File: src/sv/elfr_pkg.sv
package elfr_pkg;

  localparam int unsigned MAX_LEN_DEF = 32;

  localparam int unsigned BYTE_W = 8;
  localparam int unsigned TICK_W = 24;
  localparam int unsigned BC_W   = 6;
  localparam int unsigned CFG_W  = 24;
  localparam int unsigned CIDX_W = 2;

  localparam logic [BYTE_W-1:0] START_RST   = 8'd126;
  localparam logic [BYTE_W-1:0] ESCAPE_RST  = 8'd125;
  localparam logic [TICK_W-1:0] TIMEOUT_RST = 24'd1000;
  localparam logic [TICK_W-1:0] TICK_MAX    = '1;
  localparam logic [BYTE_W-1:0] ESC_OFFSET  = 8'd32;

  typedef enum logic [2:0] {
    KIND_PAYLOAD  = 3'd0,
    KIND_EMPTY    = 3'd1,
    KIND_ERROR    = 3'd2,
    KIND_LOST     = 3'd3,
    KIND_RESTORED = 3'd4
  } kind_e;

  typedef enum logic [1:0] {
    ERR_NONE     = 2'd0,
    ERR_NO_START = 2'd1,
    ERR_IN_FRAME = 2'd2,
    ERR_TOO_LONG = 2'd3
  } err_e;

  typedef enum logic [CIDX_W-1:0] {
    CFG_START   = 2'd0,
    CFG_ESCAPE  = 2'd1,
    CFG_TIMEOUT = 2'd2
  } cfg_idx_e;

  // Results owed for one transaction, in emission order.
  typedef struct packed {
    logic            lost;
    err_e            err;
    logic            empty;
    logic            pay;
    logic            restore;
    logic            link_mid;  // link state after the watchdog check
    logic [BC_W-1:0] len;       // payload bytes to replay
  } plan_t;

endpackage

File: src/sv/elfr_ram.sv
module elfr_ram #(
  parameter int unsigned Width = 8,
  parameter int unsigned Depth = 33
) (
  input  logic                     clk_i,
  input  logic                     we_i,
  input  logic [$clog2(Depth)-1:0] waddr_i,
  input  logic [Width-1:0]         wdata_i,
  input  logic                     re_i,
  input  logic [$clog2(Depth)-1:0] raddr_i,
  output logic [Width-1:0]         rdata_o
);

  logic [Width-1:0] mem_q [Depth];
  logic [Width-1:0] rdata_q;

  always_ff @(posedge clk_i) begin
    if (we_i) begin
      mem_q[waddr_i] <= wdata_i;
    end
    if (re_i) begin
      rdata_q <= mem_q[raddr_i];
    end
  end

  assign rdata_o = rdata_q;

endmodule

File: src/sv/elfr_parse.sv
module elfr_parse #(
  parameter int unsigned MaxLen = elfr_pkg::MAX_LEN_DEF,
  parameter int unsigned AddrW  = $clog2(MaxLen + 1)
) (
  input  logic                        clk_i,
  input  logic                        rst_ni,
  input  logic                        accept_i,
  input  logic                        mode_i,
  input  logic [elfr_pkg::BYTE_W-1:0] rx_byte_i,
  input  logic [elfr_pkg::BYTE_W-1:0] start_byte_i,
  input  logic [elfr_pkg::BYTE_W-1:0] escape_byte_i,
  input  logic [elfr_pkg::TICK_W-1:0] timeout_ticks_i,
  output elfr_pkg::plan_t             plan_o,
  output logic                        has_result_o,
  output logic                        wr_en_o,
  output logic [AddrW-1:0]            wr_addr_o,
  output logic [elfr_pkg::BYTE_W-1:0] wr_data_o
);

  import elfr_pkg::*;

  localparam logic [BYTE_W-1:0] MaxLenB = BYTE_W'(MaxLen);
  localparam logic [BC_W-1:0]   MaxLenC = BC_W'(MaxLen);
  localparam logic [BC_W-1:0]   BcMax   = BC_W'(MaxLen + 1);

  logic [BC_W-1:0]   bc_q, bc_d;
  logic [BC_W-1:0]   len_q, len_d;
  logic              esc_q, esc_d;
  logic              link_q, link_d;
  logic [TICK_W-1:0] ticks_q, ticks_d;

  logic [TICK_W-1:0] ticks_inc;
  logic              lost, link_mid, store, complete;
  logic [BYTE_W-1:0] sv, wdata;
  logic [BC_W-1:0]   idx, len_new;
  plan_t             plan;

  always_comb begin
    plan      = '0;
    bc_d      = bc_q;
    len_d     = len_q;
    esc_d     = esc_q;
    store     = 1'b0;
    sv        = rx_byte_i;
    complete  = 1'b0;
    len_new   = len_q;
    idx       = bc_q - BC_W'(1);

    // watchdog runs first, on every transaction
    ticks_inc = (mode_i && ticks_q != TICK_MAX) ? ticks_q + TICK_W'(1) : ticks_q;
    lost      = link_q && (ticks_inc > timeout_ticks_i);
    link_mid  = link_q & ~lost;
    ticks_d   = ticks_inc;
    link_d    = link_mid;

    plan.lost     = lost;
    plan.link_mid = link_mid;
    plan.err      = ERR_NONE;
    plan.len      = len_q;

    if (!mode_i) begin
      if (bc_q == '0) begin
        esc_d = 1'b0;
        if (rx_byte_i == start_byte_i) begin
          bc_d = BC_W'(1);
        end else begin
          plan.err = ERR_NO_START;
        end
      end else if (esc_q) begin
        esc_d = 1'b0;
        store = 1'b1;
        sv    = rx_byte_i + ESC_OFFSET;
      end else if (rx_byte_i == escape_byte_i) begin
        esc_d = 1'b1;
      end else if (rx_byte_i == start_byte_i) begin
        plan.err = ERR_IN_FRAME;
        bc_d     = BC_W'(1);
      end else begin
        store = 1'b1;
      end
    end

    wdata = sv;
    if (store) begin
      if (idx == '0) begin
        // length byte, clamped
        if (sv > MaxLenB) begin
          len_new  = MaxLenC;
          wdata    = MaxLenB;
          plan.err = ERR_TOO_LONG;
        end else begin
          len_new = sv[BC_W-1:0];
        end
        len_d      = len_new;
        complete   = (len_new == '0);
        plan.empty = complete;
      end else begin
        complete = (idx == len_q);
        plan.pay = complete;
      end
      if (complete) begin
        bc_d         = '0;
        ticks_d      = '0;
        link_d       = 1'b1;
        plan.restore = ~link_mid;
      end else begin
        bc_d = bc_q + BC_W'(1);
      end
    end
  end

  assign plan_o       = plan;
  assign has_result_o = plan.lost | (plan.err != ERR_NONE) | plan.empty | plan.pay |
                        plan.restore;
  assign wr_en_o      = accept_i & store;
  assign wr_addr_o    = idx[AddrW-1:0];
  assign wr_data_o    = wdata;

  always_ff @(posedge clk_i or negedge rst_ni) begin
    if (!rst_ni) begin
      bc_q    <= '0;
      esc_q   <= 1'b0;
      link_q  <= 1'b0;
      ticks_q <= '0;
    end else if (accept_i) begin
      bc_q    <= bc_d;
      esc_q   <= esc_d;
      link_q  <= link_d;
      ticks_q <= ticks_d;
    end
  end

  always_ff @(posedge clk_i) begin
    if (accept_i) begin
      len_q <= len_d;
    end
  end

  a_esc_in_frame: assert property (@(posedge clk_i) disable iff (!rst_ni)
    esc_q |-> bc_q != '0)
    else $error("escape pending outside a frame");

  a_bc_range: assert property (@(posedge clk_i) disable iff (!rst_ni)
    bc_q <= BcMax)
    else $error("byte count beyond frame size");

  a_restore_on_done: assert property (@(posedge clk_i) disable iff (!rst_ni)
    accept_i && plan.restore |-> plan.pay || plan.empty)
    else $error("restore without a completed frame");

endmodule

File: src/sv/elfr_emit.sv
module elfr_emit #(
  parameter int unsigned MaxLen = elfr_pkg::MAX_LEN_DEF,
  parameter int unsigned AddrW  = $clog2(MaxLen + 1)
) (
  input  logic                        clk_i,
  input  logic                        rst_ni,
  input  logic                        start_i,
  input  elfr_pkg::plan_t             plan_i,
  output logic                        idle_o,
  output logic                        rd_en_o,
  output logic [AddrW-1:0]            rd_addr_o,
  input  logic [elfr_pkg::BYTE_W-1:0] rd_data_i,
  output logic                        out_valid_o,
  input  logic                        out_ready_i,
  output logic [2:0]                  kind_o,
  output logic [elfr_pkg::BYTE_W-1:0] data_o,
  output logic [1:0]                  error_code_o,
  output logic                        link_up_o,
  output logic                        last_o
);

  import elfr_pkg::*;

  typedef enum logic [3:0] {
    ST_IDLE = 4'b0001,
    ST_EMIT = 4'b0010,
    ST_RD   = 4'b0100,
    ST_PAY  = 4'b1000
  } state_e;

  state_e          state_q, state_d;
  plan_t           plan_q, plan_d;
  logic [BC_W-1:0] rd_idx_q, rd_idx_d;

  logic              ov_q, ov_d;
  kind_e             kind_q, kind_d;
  logic [BYTE_W-1:0] data_q, data_d;
  err_e              code_q, code_d;
  logic              link_q, link_d;
  logic              last_q, last_d;

  logic out_free, emit, emit_last, pay_done;

  assign out_free = ~ov_q | out_ready_i;
  assign pay_done = (rd_idx_q == plan_q.len);

  always_comb begin
    state_d   = state_q;
    plan_d    = plan_q;
    rd_idx_d  = rd_idx_q;
    ov_d      = ov_q & ~out_ready_i;
    kind_d    = kind_q;
    data_d    = data_q;
    code_d    = code_q;
    link_d    = link_q;
    last_d    = last_q;
    emit      = 1'b0;
    emit_last = 1'b0;
    rd_en_o   = 1'b0;

    unique case (state_q)
      ST_IDLE: begin
        if (start_i) begin
          plan_d   = plan_i;
          rd_idx_d = BC_W'(1);
          state_d  = ST_EMIT;
        end
      end
      ST_EMIT: begin
        if (out_free) begin
          data_d = '0;
          code_d = ERR_NONE;
          if (plan_q.lost) begin
            emit        = 1'b1;
            kind_d      = KIND_LOST;
            link_d      = 1'b0;
            emit_last   = (plan_q.err == ERR_NONE) & ~plan_q.empty & ~plan_q.pay &
                          ~plan_q.restore;
            plan_d.lost = 1'b0;
          end else if (plan_q.err != ERR_NONE) begin
            emit       = 1'b1;
            kind_d     = KIND_ERROR;
            code_d     = plan_q.err;
            link_d     = plan_q.link_mid;
            emit_last  = ~plan_q.empty & ~plan_q.pay & ~plan_q.restore;
            plan_d.err = ERR_NONE;
          end else if (plan_q.empty) begin
            emit         = 1'b1;
            kind_d       = KIND_EMPTY;
            link_d       = plan_q.link_mid;
            emit_last    = ~plan_q.restore;
            plan_d.empty = 1'b0;
          end else if (plan_q.pay) begin
            state_d = ST_RD;
          end else if (plan_q.restore) begin
            emit           = 1'b1;
            kind_d         = KIND_RESTORED;
            link_d         = 1'b1;
            emit_last      = 1'b1;
            plan_d.restore = 1'b0;
          end else begin
            state_d = ST_IDLE;
          end
          if (emit) begin
            ov_d   = 1'b1;
            last_d = emit_last;
            if (emit_last) begin
              state_d = ST_IDLE;
            end
          end
        end
      end
      ST_RD: begin
        rd_en_o = 1'b1;
        state_d = ST_PAY;
      end
      ST_PAY: begin
        if (out_free) begin
          ov_d   = 1'b1;
          kind_d = KIND_PAYLOAD;
          data_d = rd_data_i;
          code_d = ERR_NONE;
          link_d = plan_q.link_mid;
          last_d = pay_done & ~plan_q.restore;
          if (pay_done) begin
            plan_d.pay = 1'b0;
            state_d    = plan_q.restore ? ST_EMIT : ST_IDLE;
          end else begin
            rd_idx_d = rd_idx_q + BC_W'(1);
            state_d  = ST_RD;
          end
        end
      end
      default: state_d = ST_IDLE;
    endcase
  end

  always_ff @(posedge clk_i or negedge rst_ni) begin
    if (!rst_ni) begin
      state_q <= ST_IDLE;
      ov_q    <= 1'b0;
    end else begin
      state_q <= state_d;
      ov_q    <= ov_d;
    end
  end

  always_ff @(posedge clk_i) begin
    plan_q   <= plan_d;
    rd_idx_q <= rd_idx_d;
    kind_q   <= kind_d;
    data_q   <= data_d;
    code_q   <= code_d;
    link_q   <= link_d;
    last_q   <= last_d;
  end

  assign idle_o       = (state_q == ST_IDLE);
  assign rd_addr_o    = rd_idx_q[AddrW-1:0];
  assign out_valid_o  = ov_q;
  assign kind_o       = kind_q;
  assign data_o       = data_q;
  assign error_code_o = code_q;
  assign link_up_o    = link_q;
  assign last_o       = last_q;

  a_pay_idx: assert property (@(posedge clk_i) disable iff (!rst_ni)
    state_q == ST_PAY |-> rd_idx_q != '0 && rd_idx_q <= plan_q.len)
    else $error("payload read index out of frame");

  a_start_idle: assert property (@(posedge clk_i) disable iff (!rst_ni)
    start_i |-> state_q == ST_IDLE)
    else $error("new transaction while sequencer busy");

  a_restore_last: assert property (@(posedge clk_i) disable iff (!rst_ni)
    ov_q && kind_q == KIND_RESTORED |-> link_q && last_q)
    else $error("restore result not final or link down");

endmodule

File: src/sv/escaped_length_frame_receiver.sv
// Frame receiver for a byte-stuffed, length-prefixed serial stream with a
// link watchdog. Each input transaction is either a received byte (mode 0)
// or one time tick (mode 1). A frame is start byte, length byte, payload;
// inside a frame the escape byte makes the next byte stored as byte + 32
// (mod 256). Payload bytes go into a small frame RAM and, once the frame
// completes, are read back and presented one per result transaction, ending
// with a restored event if the link was down. Errors (missing start, start
// inside a frame, length above MaxLen - clamped) and link-lost events come
// out as single results. The last flag marks the final result of an input
// transaction. A transaction with no result is taken without holding the
// input. Otherwise the input is held while the sequencer replays it: a pass
// through the emit state per discrete result, a step to start the RAM
// reads, then per payload byte a RAM read state and an output register
// state, with a restored event last if one is owed; the output stalls
// while the consumer holds ready low. The next input is taken as soon as
// the sequencer is idle, even while the final result still sits in the
// output register. No clearing pass after reset. Configuration writes go
// through cfg_we_i/cfg_idx_i/cfg_data_i (0 start byte, 1 escape byte,
// 2 timeout ticks; other indexes ignored).
module escaped_length_frame_receiver #(
  parameter int unsigned MaxLen = elfr_pkg::MAX_LEN_DEF
) (
  input  logic                        clk_i,
  input  logic                        rst_ni,
  // input transactions
  input  logic                        in_valid_i,
  output logic                        in_ready_o,
  input  logic                        mode_i,
  input  logic [elfr_pkg::BYTE_W-1:0] rx_byte_i,
  // result transactions
  output logic                        out_valid_o,
  input  logic                        out_ready_i,
  output logic [2:0]                  kind_o,
  output logic [elfr_pkg::BYTE_W-1:0] data_o,
  output logic [1:0]                  error_code_o,
  output logic                        link_up_o,
  output logic                        last_o,
  // configuration
  input  logic                        cfg_we_i,
  input  logic [elfr_pkg::CIDX_W-1:0] cfg_idx_i,
  input  logic [elfr_pkg::CFG_W-1:0]  cfg_data_i
);

  import elfr_pkg::*;

  localparam int unsigned Depth = MaxLen + 1;  // entry 0 holds the length
  localparam int unsigned AddrW = $clog2(Depth);

  // configuration registers
  logic [BYTE_W-1:0] start_q, escape_q;
  logic [TICK_W-1:0] timeout_q;

  always_ff @(posedge clk_i or negedge rst_ni) begin
    if (!rst_ni) begin
      start_q   <= START_RST;
      escape_q  <= ESCAPE_RST;
      timeout_q <= TIMEOUT_RST;
    end else if (cfg_we_i) begin
      unique case (cfg_idx_i)
        CFG_START:   start_q   <= cfg_data_i[BYTE_W-1:0];
        CFG_ESCAPE:  escape_q  <= cfg_data_i[BYTE_W-1:0];
        CFG_TIMEOUT: timeout_q <= cfg_data_i[TICK_W-1:0];
        default: ;
      endcase
    end
  end

  logic              accept, start, seq_idle, has_result;
  plan_t             plan;
  logic              wr_en, rd_en;
  logic [AddrW-1:0]  wr_addr, rd_addr;
  logic [BYTE_W-1:0] wr_data, rd_data;

  // input is held off only while the sequencer replays a transaction
  assign in_ready_o = seq_idle;
  assign accept     = in_valid_i & seq_idle;
  assign start      = accept & has_result;

  elfr_parse #(
    .MaxLen (MaxLen),
    .AddrW  (AddrW)
  ) u_parse (
    .clk_i           (clk_i),
    .rst_ni          (rst_ni),
    .accept_i        (accept),
    .mode_i          (mode_i),
    .rx_byte_i       (rx_byte_i),
    .start_byte_i    (start_q),
    .escape_byte_i   (escape_q),
    .timeout_ticks_i (timeout_q),
    .plan_o          (plan),
    .has_result_o    (has_result),
    .wr_en_o         (wr_en),
    .wr_addr_o       (wr_addr),
    .wr_data_o       (wr_data)
  );

  // Frame store. Reads start only after the sequencer leaves idle, so the
  // last payload write always lands before its read-back: no bypass needed.
  elfr_ram #(
    .Width (BYTE_W),
    .Depth (Depth)
  ) u_store (
    .clk_i   (clk_i),
    .we_i    (wr_en),
    .waddr_i (wr_addr),
    .wdata_i (wr_data),
    .re_i    (rd_en),
    .raddr_i (rd_addr),
    .rdata_o (rd_data)
  );

  elfr_emit #(
    .MaxLen (MaxLen),
    .AddrW  (AddrW)
  ) u_emit (
    .clk_i        (clk_i),
    .rst_ni       (rst_ni),
    .start_i      (start),
    .plan_i       (plan),
    .idle_o       (seq_idle),
    .rd_en_o      (rd_en),
    .rd_addr_o    (rd_addr),
    .rd_data_i    (rd_data),
    .out_valid_o  (out_valid_o),
    .out_ready_i  (out_ready_i),
    .kind_o       (kind_o),
    .data_o       (data_o),
    .error_code_o (error_code_o),
    .link_up_o    (link_up_o),
    .last_o       (last_o)
  );

endmodule
File: config.mk
export PLATFORM = sky130hd
export DESIGN_NAME = escaped_length_frame_receiver
export DESIGN_NICKNAME = d
export VERILOG_FILES = /design/src/sv/elfr_pkg.sv /design/src/sv/elfr_ram.sv /design/src/sv/elfr_parse.sv /design/src/sv/elfr_emit.sv /design/src/sv/escaped_length_frame_receiver.sv
export SDC_FILE = /design/constraint.sdc
export NUM_CORES = 1
export LEC_CHECK = 0
export BUFFER_PORTS_ARGS = -buffer_cell sky130_fd_sc_hd__buf_4
export CAP_MARGIN = 25
export CORE_MARGIN = 2
export CORE_UTILIZATION = 38
export DETAILED_ROUTE_END_ITERATION = 10
export GPL_TIMING_DRIVEN = 0
export PLACE_DENSITY = 0.62
export SLEW_MARGIN = 20
export SYNTH_ARGS = -nofsm -noshare
export SYNTH_HDL_FRONTEND = slang
export SYNTH_SLANG_ARGS = --single-unit
File: constraint.sdc
create_clock -name clk_i -period 5.8 [get_ports clk_i]
set_input_delay 0.29 -clock clk_i [delete_from_list [all_inputs] [get_ports clk_i]]
set_output_delay 0.29 -clock clk_i [all_outputs]
set_load 0.02 [all_outputs]
# [Word level (Yosys, flattened, before mapping)]
# Memories as Yosys holds them, arrays and structs flattened. A register that Yosys moved wholly into a read port is not among the register bits.
# Index checks and enable logic that the tools add are counted.
[totals] mem_bits_rw=264 out_inout_bits=17 input_bits=40 register_bits=117 memories=1
[mem_list] memory="u_store.mem_q" words=33 width=8 read_ports=1 rd_clocked_by_memory_dff=1 wr=1 line_no="elfr_ram.sv:14" text="logic [Width-1:0] mem_q [Depth];"
[classes] reduce_logical=29 add_sub_neg=5 n_mux=121 magnitude_cmp=2 bitwise=24 eq_ne=27
[op_table] op="6-bit 2-to-1 mux" n=13
[op_table] op="24-bit 2-to-1 mux" n=3
[op_table] op="8-bit 2-to-1 mux" n=8
[op_table] op="1-bit 2-to-1 mux" n=51
[op_table] op="4-bit 2-to-1 mux" n=12
[op_table] op="3-bit 2-to-1 mux" n=9
[op_table] op="24-bit by 1-bit adder with 24-bit output (second input constant)" n=1
[op_table] op="24-bit greater-than comparator" n=1
[op_table] op="2-bit 2-to-1 mux" n=12
[op_table] op="24-bit inequality test (second input constant)" n=1
[op_table] op="6-bit logical NOT" n=3
[op_table] op="8-bit equality test" n=2
[op_table] op="4-bit case mux with 4 select lines" n=1
[op_table] op="8-bit case mux with 2 select lines" n=1
[op_table] op="4-bit AND reduction" n=4
[op_table] op="5-bit AND reduction" n=3
[op_table] op="13-bit 2-to-1 mux" n=1
[op_table] op="6-bit by 1-bit adder with 6-bit output (second input constant)" n=2
[op_table] op="6-bit equality test" n=2
[op_table] op="2-bit by 1-bit inequality test with 1-bit output (second input constant)" n=6
[op_table] op="2-bit inequality test (second input constant)" n=6
[op_table] op="6-bit case mux with 2 select lines" n=1
[op_table] op="3-bit AND reduction" n=4
[op_table] op="1-bit AND" n=11
[op_table] op="25 further kinds" n=50

# [Depth between registers and ports, before layout]
[logic_depth] depth_word=21 mapped_depth=16 depth_no_buf=15

# [Cells and area by module]
# A second synthesis with hierarchy kept.
[hier_totals] hier_cells=1275 area_unflattened_um2=17832.1
[by_module_without_submodules] module="elfr_ram" area_per_inst_um2=10839.1 instances=1 cells_per_inst=602
[by_module_without_submodules] module="elfr_parse" area_per_inst_um2=3590.9 instances=1 cells_per_inst=426
[by_module_without_submodules] module="elfr_emit" area_per_inst_um2=1850.5 instances=1 cells_per_inst=160
[by_module_without_submodules] module="escaped_length_frame_receiver" area_per_inst_um2=1551.5 instances=1 cells_per_inst=87

# [Worst setup path after synthesis]
# Ideal clock, no wire load.
[synth_timing] kind="register to register" start="reg u_parse.ticks_q[4]" end="reg u_emit.plan_q[0] (netlist name), enable pin" path_buffers=2 setup_ns=0.288 period_less_slack_ns=4.204 required_time_ns=5.512 slack_ns=1.596 path_stages_with_launch=16 arrival_time_ns=3.916 cell_sequence="dfrtp_1 buf_2 nand4_1 or4_1 o41ai_4 or2_2 buf_2 nor2_1 xor2_1 ha_1 and4_1 a221oi_1 o211ai_1 a32o_1 a211oi_4 inv_1"
[synth_via] elab_chain_len=13
[synth_rtl] item="from (decl)" line_no="elfr_parse.sv:30" text="logic [TICK_W-1:0] ticks_q, ticks_d;"
[synth_rtl] item="from (signal assigned)" line_no="elfr_parse.sv:129" text="ticks_q <= ticks_d;"
[synth_rtl] item="branches (longest 2 deep; another with 24-bit by 1-bit adder with 24-bit output)"
[synth_rtl] item="24-bit 2-to-1 mux (*)" line_no="elfr_parse.sv:50" text="ticks_inc = (mode_i && ticks_q != TICK_MAX) ? ticks_q + TICK_W'(1) : ticks_q;"
[synth_rtl] item="24-bit greater-than comparator (*)" line_no="elfr_parse.sv:51" text="lost = link_q && (ticks_inc > timeout_ticks_i);"
[synth_rtl] item="1-bit logical AND (*)" line_no="elfr_parse.sv:51"
[synth_rtl] item="1-bit inverter" line_no="elfr_parse.sv:52" text="link_mid = link_q & ~lost;"
[synth_rtl] item="1-bit AND" line_no="elfr_parse.sv:52"
[synth_rtl] item="1-bit inverter" line_no="elfr_parse.sv:105" text="plan.restore = ~link_mid;"
[synth_rtl] item="1-bit 2-to-1 mux" line_no="elfr_parse.sv:101" text="if (complete) begin"
[synth_rtl] item="5-bit 2-to-1 mux" line_no="elfr_parse.sv:84" text="if (store) begin"
[synth_rtl] item="1-bit bitwise OR (*)" line_no="elfr_parse.sv:113" text="assign has_result_o = plan.lost | (plan.err != ERR_NONE) | plan.empty | plan.pay |"
[synth_rtl] item="1-bit AND (*)" line_no="escaped_length_frame_receiver.sv:77" text="assign start = accept & has_result;"
[synth_rtl] item="2-bit AND reduction (no line) (*)"
[synth_rtl] item="to (signal assigned)" line_no="elfr_emit.sv:149" text="plan_q <= plan_d;"
[synth_rtl] item="to (decl)" line_no="elfr_emit.sv:32" text="plan_t plan_q, plan_d;"
# Every way passes the cells marked *.
# A chain may end at the register's enable or synchronous reset.

# [Final worst setup path]
[layout_timing] start="reg u_parse.ticks_q[4]" end="reg u_emit.rd_idx_q[5], in the netlist u_emit.rd_addr_o[5], enable pin"
[layout_via] elab_chain_len=14
[layout_rtl] item="branches (longest 2 deep; another with 24-bit by 1-bit adder with 24-bit output)"
[layout_rtl] item="24-bit 2-to-1 mux (*)" line_no="elfr_parse.sv:50"
[layout_rtl] item="24-bit greater-than comparator (*)" line_no="elfr_parse.sv:51"
[layout_rtl] item="1-bit logical AND (*)" line_no="elfr_parse.sv:51"
[layout_rtl] item="1-bit inverter" line_no="elfr_parse.sv:52"
[layout_rtl] item="1-bit AND" line_no="elfr_parse.sv:52"
[layout_rtl] item="1-bit inverter" line_no="elfr_parse.sv:105"
[layout_rtl] item="1-bit 2-to-1 mux" line_no="elfr_parse.sv:101"
[layout_rtl] item="5-bit 2-to-1 mux" line_no="elfr_parse.sv:84"
[layout_rtl] item="1-bit bitwise OR (*)" line_no="elfr_parse.sv:113"
[layout_rtl] item="1-bit AND (*)" line_no="escaped_length_frame_receiver.sv:77"
[layout_rtl] item="2-bit inequality test (no line) (*)"
[layout_rtl] item="4-bit AND reduction (no line) (*)"
[layout_rtl] item="to (signal assigned)" line_no="elfr_emit.sv:150" text="rd_idx_q <= rd_idx_d;"
[layout_rtl] item="to (decl)" line_no="elfr_emit.sv:33" text="logic [BC_W-1:0] rd_idx_q, rd_idx_d;"
# Marked as above.

==> key figures <==
Run status
  – Status: finished clean

Synth
  – Mapped Nets: 1227
  – Post-Syn Area: 0.0176 sq mm
  – Ys flop type: edfxtp_1
  – Asr flop ratio synth: 19.8%
  – Synthesized instance count: 1156
  – Syn. warnings: 0
  – Register area share after synthesis: 64.4%
  – EDFF count, synth: 312
  – Avg Cell Area, Syn: 15.2 sq um
  – Synthesis-stage register bit count: 389
  – Cell variety after synth: 72

Finish
  – Finished Cell Area: 0.0205 sq mm
  – Layout fillers: 4048
  – Layout cells sized above 1: 23.4%
  – Final #Nets: 1361
  – Synth-to-layout area growth: 16.9%
  – Final Core Density: 45.2%
  – ANT cells: 0

Timing
  – Maximum clock frequency: 0.186 GHz
  – Max-Slew Margin vs Limit: 31.2%
  – Final hold slack: 0.0624 ns
  – Setup Skew: 0.0210 ns
  – Final-report setup violation count: 0
  – Final worst slack: 0.430 ns
  – Final cycle utilization of the critical path: 92.6%
  – RSZ-0062 raised after global routing: false
  – Max-slew violations: 0
  – Worst-Margin Slew: 1.03 ns
  – Tmin final: 5.37 ns
  – Final Hold Fails: 0

Setup path
  – Crit path to: u_emit.rd_addr_o[5]
  – Slowest stage delay, CP: 0.81 ns
  – Critical R2R Launch: u_parse.ticks_q[4]
  – Worst path cell trace: buf_2 -> nand4_1 -> or4_1 -> nor3_1 -> and3_1 -> xor2_1 -> ha_1 -> nand4_1 -> nor4_1 -> a22oi_1 -> o211ai_1 -> a32o_1 -> nor4_2 -> nor3_1
  – Worst Setup Path Type: reg -> reg
  – WP buf/inv: 1
  – CP delay by family, top: simple AND/OR/NAND/NOR gates
  – Worst Setup End Kind: register
  – Reg2reg end: u_emit.rd_addr_o[5]
  – Crit path from: u_parse.ticks_q[4]
  – R2R Setup Slk: 0.43 ns
  – CP max stage cell: nor3_1
  – Crit path max fanout: 8
  – Critical path depth: 14
  – Worst path arrival time: 5.56 ns
  – Critical Path Start Type: register
  – Worst Path Required: 5.99 ns
  – R2R depth: 14

Detailed routing
  – Wire per inst: 20.6 um
  – Routed vias/inst: 5.33
  – Iter 0 DRT Violations: 759
  – Antenna Nets Post-Route: 0
  – Initial DRT Pass Iterations: 5
  – DRT Wirelength: 39.5 mm
  – DRC viols: 0
  – Via count: 10200

Clocking
  – Num CTS Buffers: 42
  – H-tree levels: 2
  – Longest Clk Path Bufs: 3
  – Worst skew pair latency: 0.57 ns
  – Clock root buffer: clkbuf_16
  – Clock transition at path regs: 0.06 ns
  – CTS tree: yes
  – # resized after CTS: 0
  – Num Clock Sinks: 389

Global routing
  – First-pass GRT wire length: 61.9 mm
  – Largest net degree at the start of global routing: 46
  – Initial antenna violation count: 0
  – GRT Overall Usage: 17.0%
  – Vias in the first global route: 10500
  – Global route overflow: 0

Pwr
  – Power per cell area: 386 mW/mm^2
  – Max VDD drop: 0.232 mV
  – Pleak: 0.00729 uW

Run
  – Maximum capacitance violations: 0

Placement
  – I/O Buffers: 55
  – Area after DPL: 0.0190 sq mm
  – DP Wirelength: 27.9 mm
  – Routability cong.: 0.779
  – DP Worst Slack: 0.416 ns

Floorplan
  – Die Height: 219 um
  – CORE AREA: 0.0455 sq mm
  – Die area: 0.0480 sq mm
  – Die X: 219 um
  – Top-Level Pins: 57
  – Rows: 78
  – Starting density of the core: 38.7%

Min path
  – Worst min path class: in -> reg
[kinds of logic after synthesis]
family / count (synthesis) / share of synthesized area [%]
flops: 389 / 64.4
mux: 134 / 13.6
xor+xnor: 63 / 3.22
fa+ha+maj: 31 / 2.21
compound gates: 122 / 4.87
buf+inv: 100 / 2.31
simple gates: 317 / 9.41
[synthesized netlist by cell type (all sizes together) (3+ instances only)]
master  number  share of area (%)
nand4       20               0.71
a21o         5               0.21
inv         43               0.92
ha          31                2.2
nand3       25               0.71
nand2b       8               0.28
o21ai       30               0.85
and2        18               0.64
mux4        80                 10
nor3        28               0.85
nor3b        4               0.17
a21oi       21               0.60
or4b         3               0.17
o211ai       5               0.21
nor2b       12               0.43
o31ai        6               0.26
and4         4               0.20
nor2        82                1.8
a31o         4               0.20
or3          9               0.32
and3        10               0.36
a22o         5               0.25
clkbuf      41               0.88
a31oi       17               0.60
mux2i       12               0.68
nor4        13               0.58
buf         16               0.51
or4          8               0.36
nand3b       5               0.21
o21a         3               0.13
or2          6               0.21
dfrtp       58                8.3
dfstp       19                2.8
mux2        42                2.7
a22oi        4               0.17
xor2        37                1.8
edfxtp     312                 53
xnor2       25                1.2
nand2       59                1.3
[final cells by class]
| class | count | area [sq um] | area share [%] |
|---|---|---|---|
| Tap cell | 600 | 751 | 3.65 |
| Multi-Input combinational cell | 667 | 5950 | 28.9 |
| Clock buffer | 55 | 1160 | 5.66 |
| Sequential cell | 389 | 11300 | 55.1 |
| Timing Repair Buffer | 90 | 840 | 4.09 |
| Clock inverter | 21 | 123 | 0.597 |
| Inverter | 43 | 161 | 0.785 |
| Buffer | 57 | 245 | 1.19 |
[worst min path at each step]
stage                                start           endpoint  depth (start not counted)
after floorplan                     rst_ni        escape_q[1]                          0
after global placement    u_parse.len_q[0]   u_emit.plan_q[0]                          0
after detailed placement            rst_ni      timeout_q[11]                          1
after CTS                      out_ready_i  u_emit.state_q[2]                          3
after global routing           out_ready_i  u_emit.state_q[2]                          3
final                          out_ready_i  u_emit.state_q[2]                          3
[state kept, by name, summed over array words and instances (netlist names)]
signal / count
start_q: 8
u_parse.len_q: 6
u_parse.ticks_q: 24
u_store.mem_q: 264
u_emit.link_up_o: 1
u_parse.link_q: 1
u_emit.last_o: 1
u_parse.esc_q: 1
u_emit.plan_q: 13
escape_q: 8
u_emit.state_q: 4
u_emit.error_code_o: 2
u_emit.out_valid_o: 1
timeout_q: 24
u_emit.data_o: 8
u_emit.kind_o: 3
u_store.rdata_o: 8
u_parse.bc_q: 6
u_emit.rd_addr_o: 6
[worst reg2reg max path, stage by stage, from the launching register on]
cell and delay (ns):
dfrtp_1 0.31, buf_2 0.17, nand4_1 0.17, or4_1 0.65, nor3_1 0.58, and3_1 0.29
xor2_1 0.10, ha_1 0.31, nand4_1 0.22, nor4_1 0.61, a22oi_1 0.15, o211ai_1 0.19
a32o_1 0.33, nor4_2 0.11, nor3_1 0.81
[metrics by stage]
stage	total power [uW]	setup TNS, ns	instances
global route	8300	0	1922
finish	7930	0	1922
global placement	5340	-3.10	1811
floorplan	4760	0	1156
CTS	7990	0	1921
detailed placement	5440	0	1820
[routing by layer]
metal	GRT usage (%)	up-vias	part of all wire (%)
met1	23.7	5211	45
met3	2.63	50	4.6
met2	27.6	247	48
li1	-	4736	-
met4	5.14	0	2.0
met5	0	-	0
[repair_timing]
item | in CTS | in global routing
buffers inserted | 0 | 0
setup endpoints to repair | 0 | 0
hold endpoints to repair | 75 | 0
hold buffers | 25 | 0
[placed cells by master (no fill, tap or decap), types with 6 or more instances in the layout]
master	Yosys	layout
a31oi_1	17	17
xnor2_1	25	25
o21ai_0	29	29
buf_4	2	58
nand2b_1	8	8
clkinv_2	0	8
and2_1	18	18
xor2_1	37	37
or3_1	9	9
or2_2	6	6
clkbuf_16	0	44
buf_2	6	7
mux2_2	42	42
dfrtp_1	58	58
edfxtp_1	312	312
nand3_1	25	25
clkbuf_1	40	49
inv_1	43	43
or4_1	7	7
clkinv_1	0	8
and3_1	10	10
nand2_1	58	58
dlygate4sd3_1	0	25
mux2i_1	12	12
mux4_2	80	80
ha_1	31	31
nor3_1	26	25
a21oi_1	21	21
nor2b_1	12	7
dfstp_2	19	19
nand4_1	20	20
nor4_1	11	10
buf_1	6	6
nor2_1	81	79
[where the power goes]
group          switching, uW  internal (uW)  leakage (uW)
combinational           1210            732       0.00293
clock                   1110           1420      0.000630
sequential               123           3340       0.00374
Note: power is estimated with default switching activity, not from simulation.
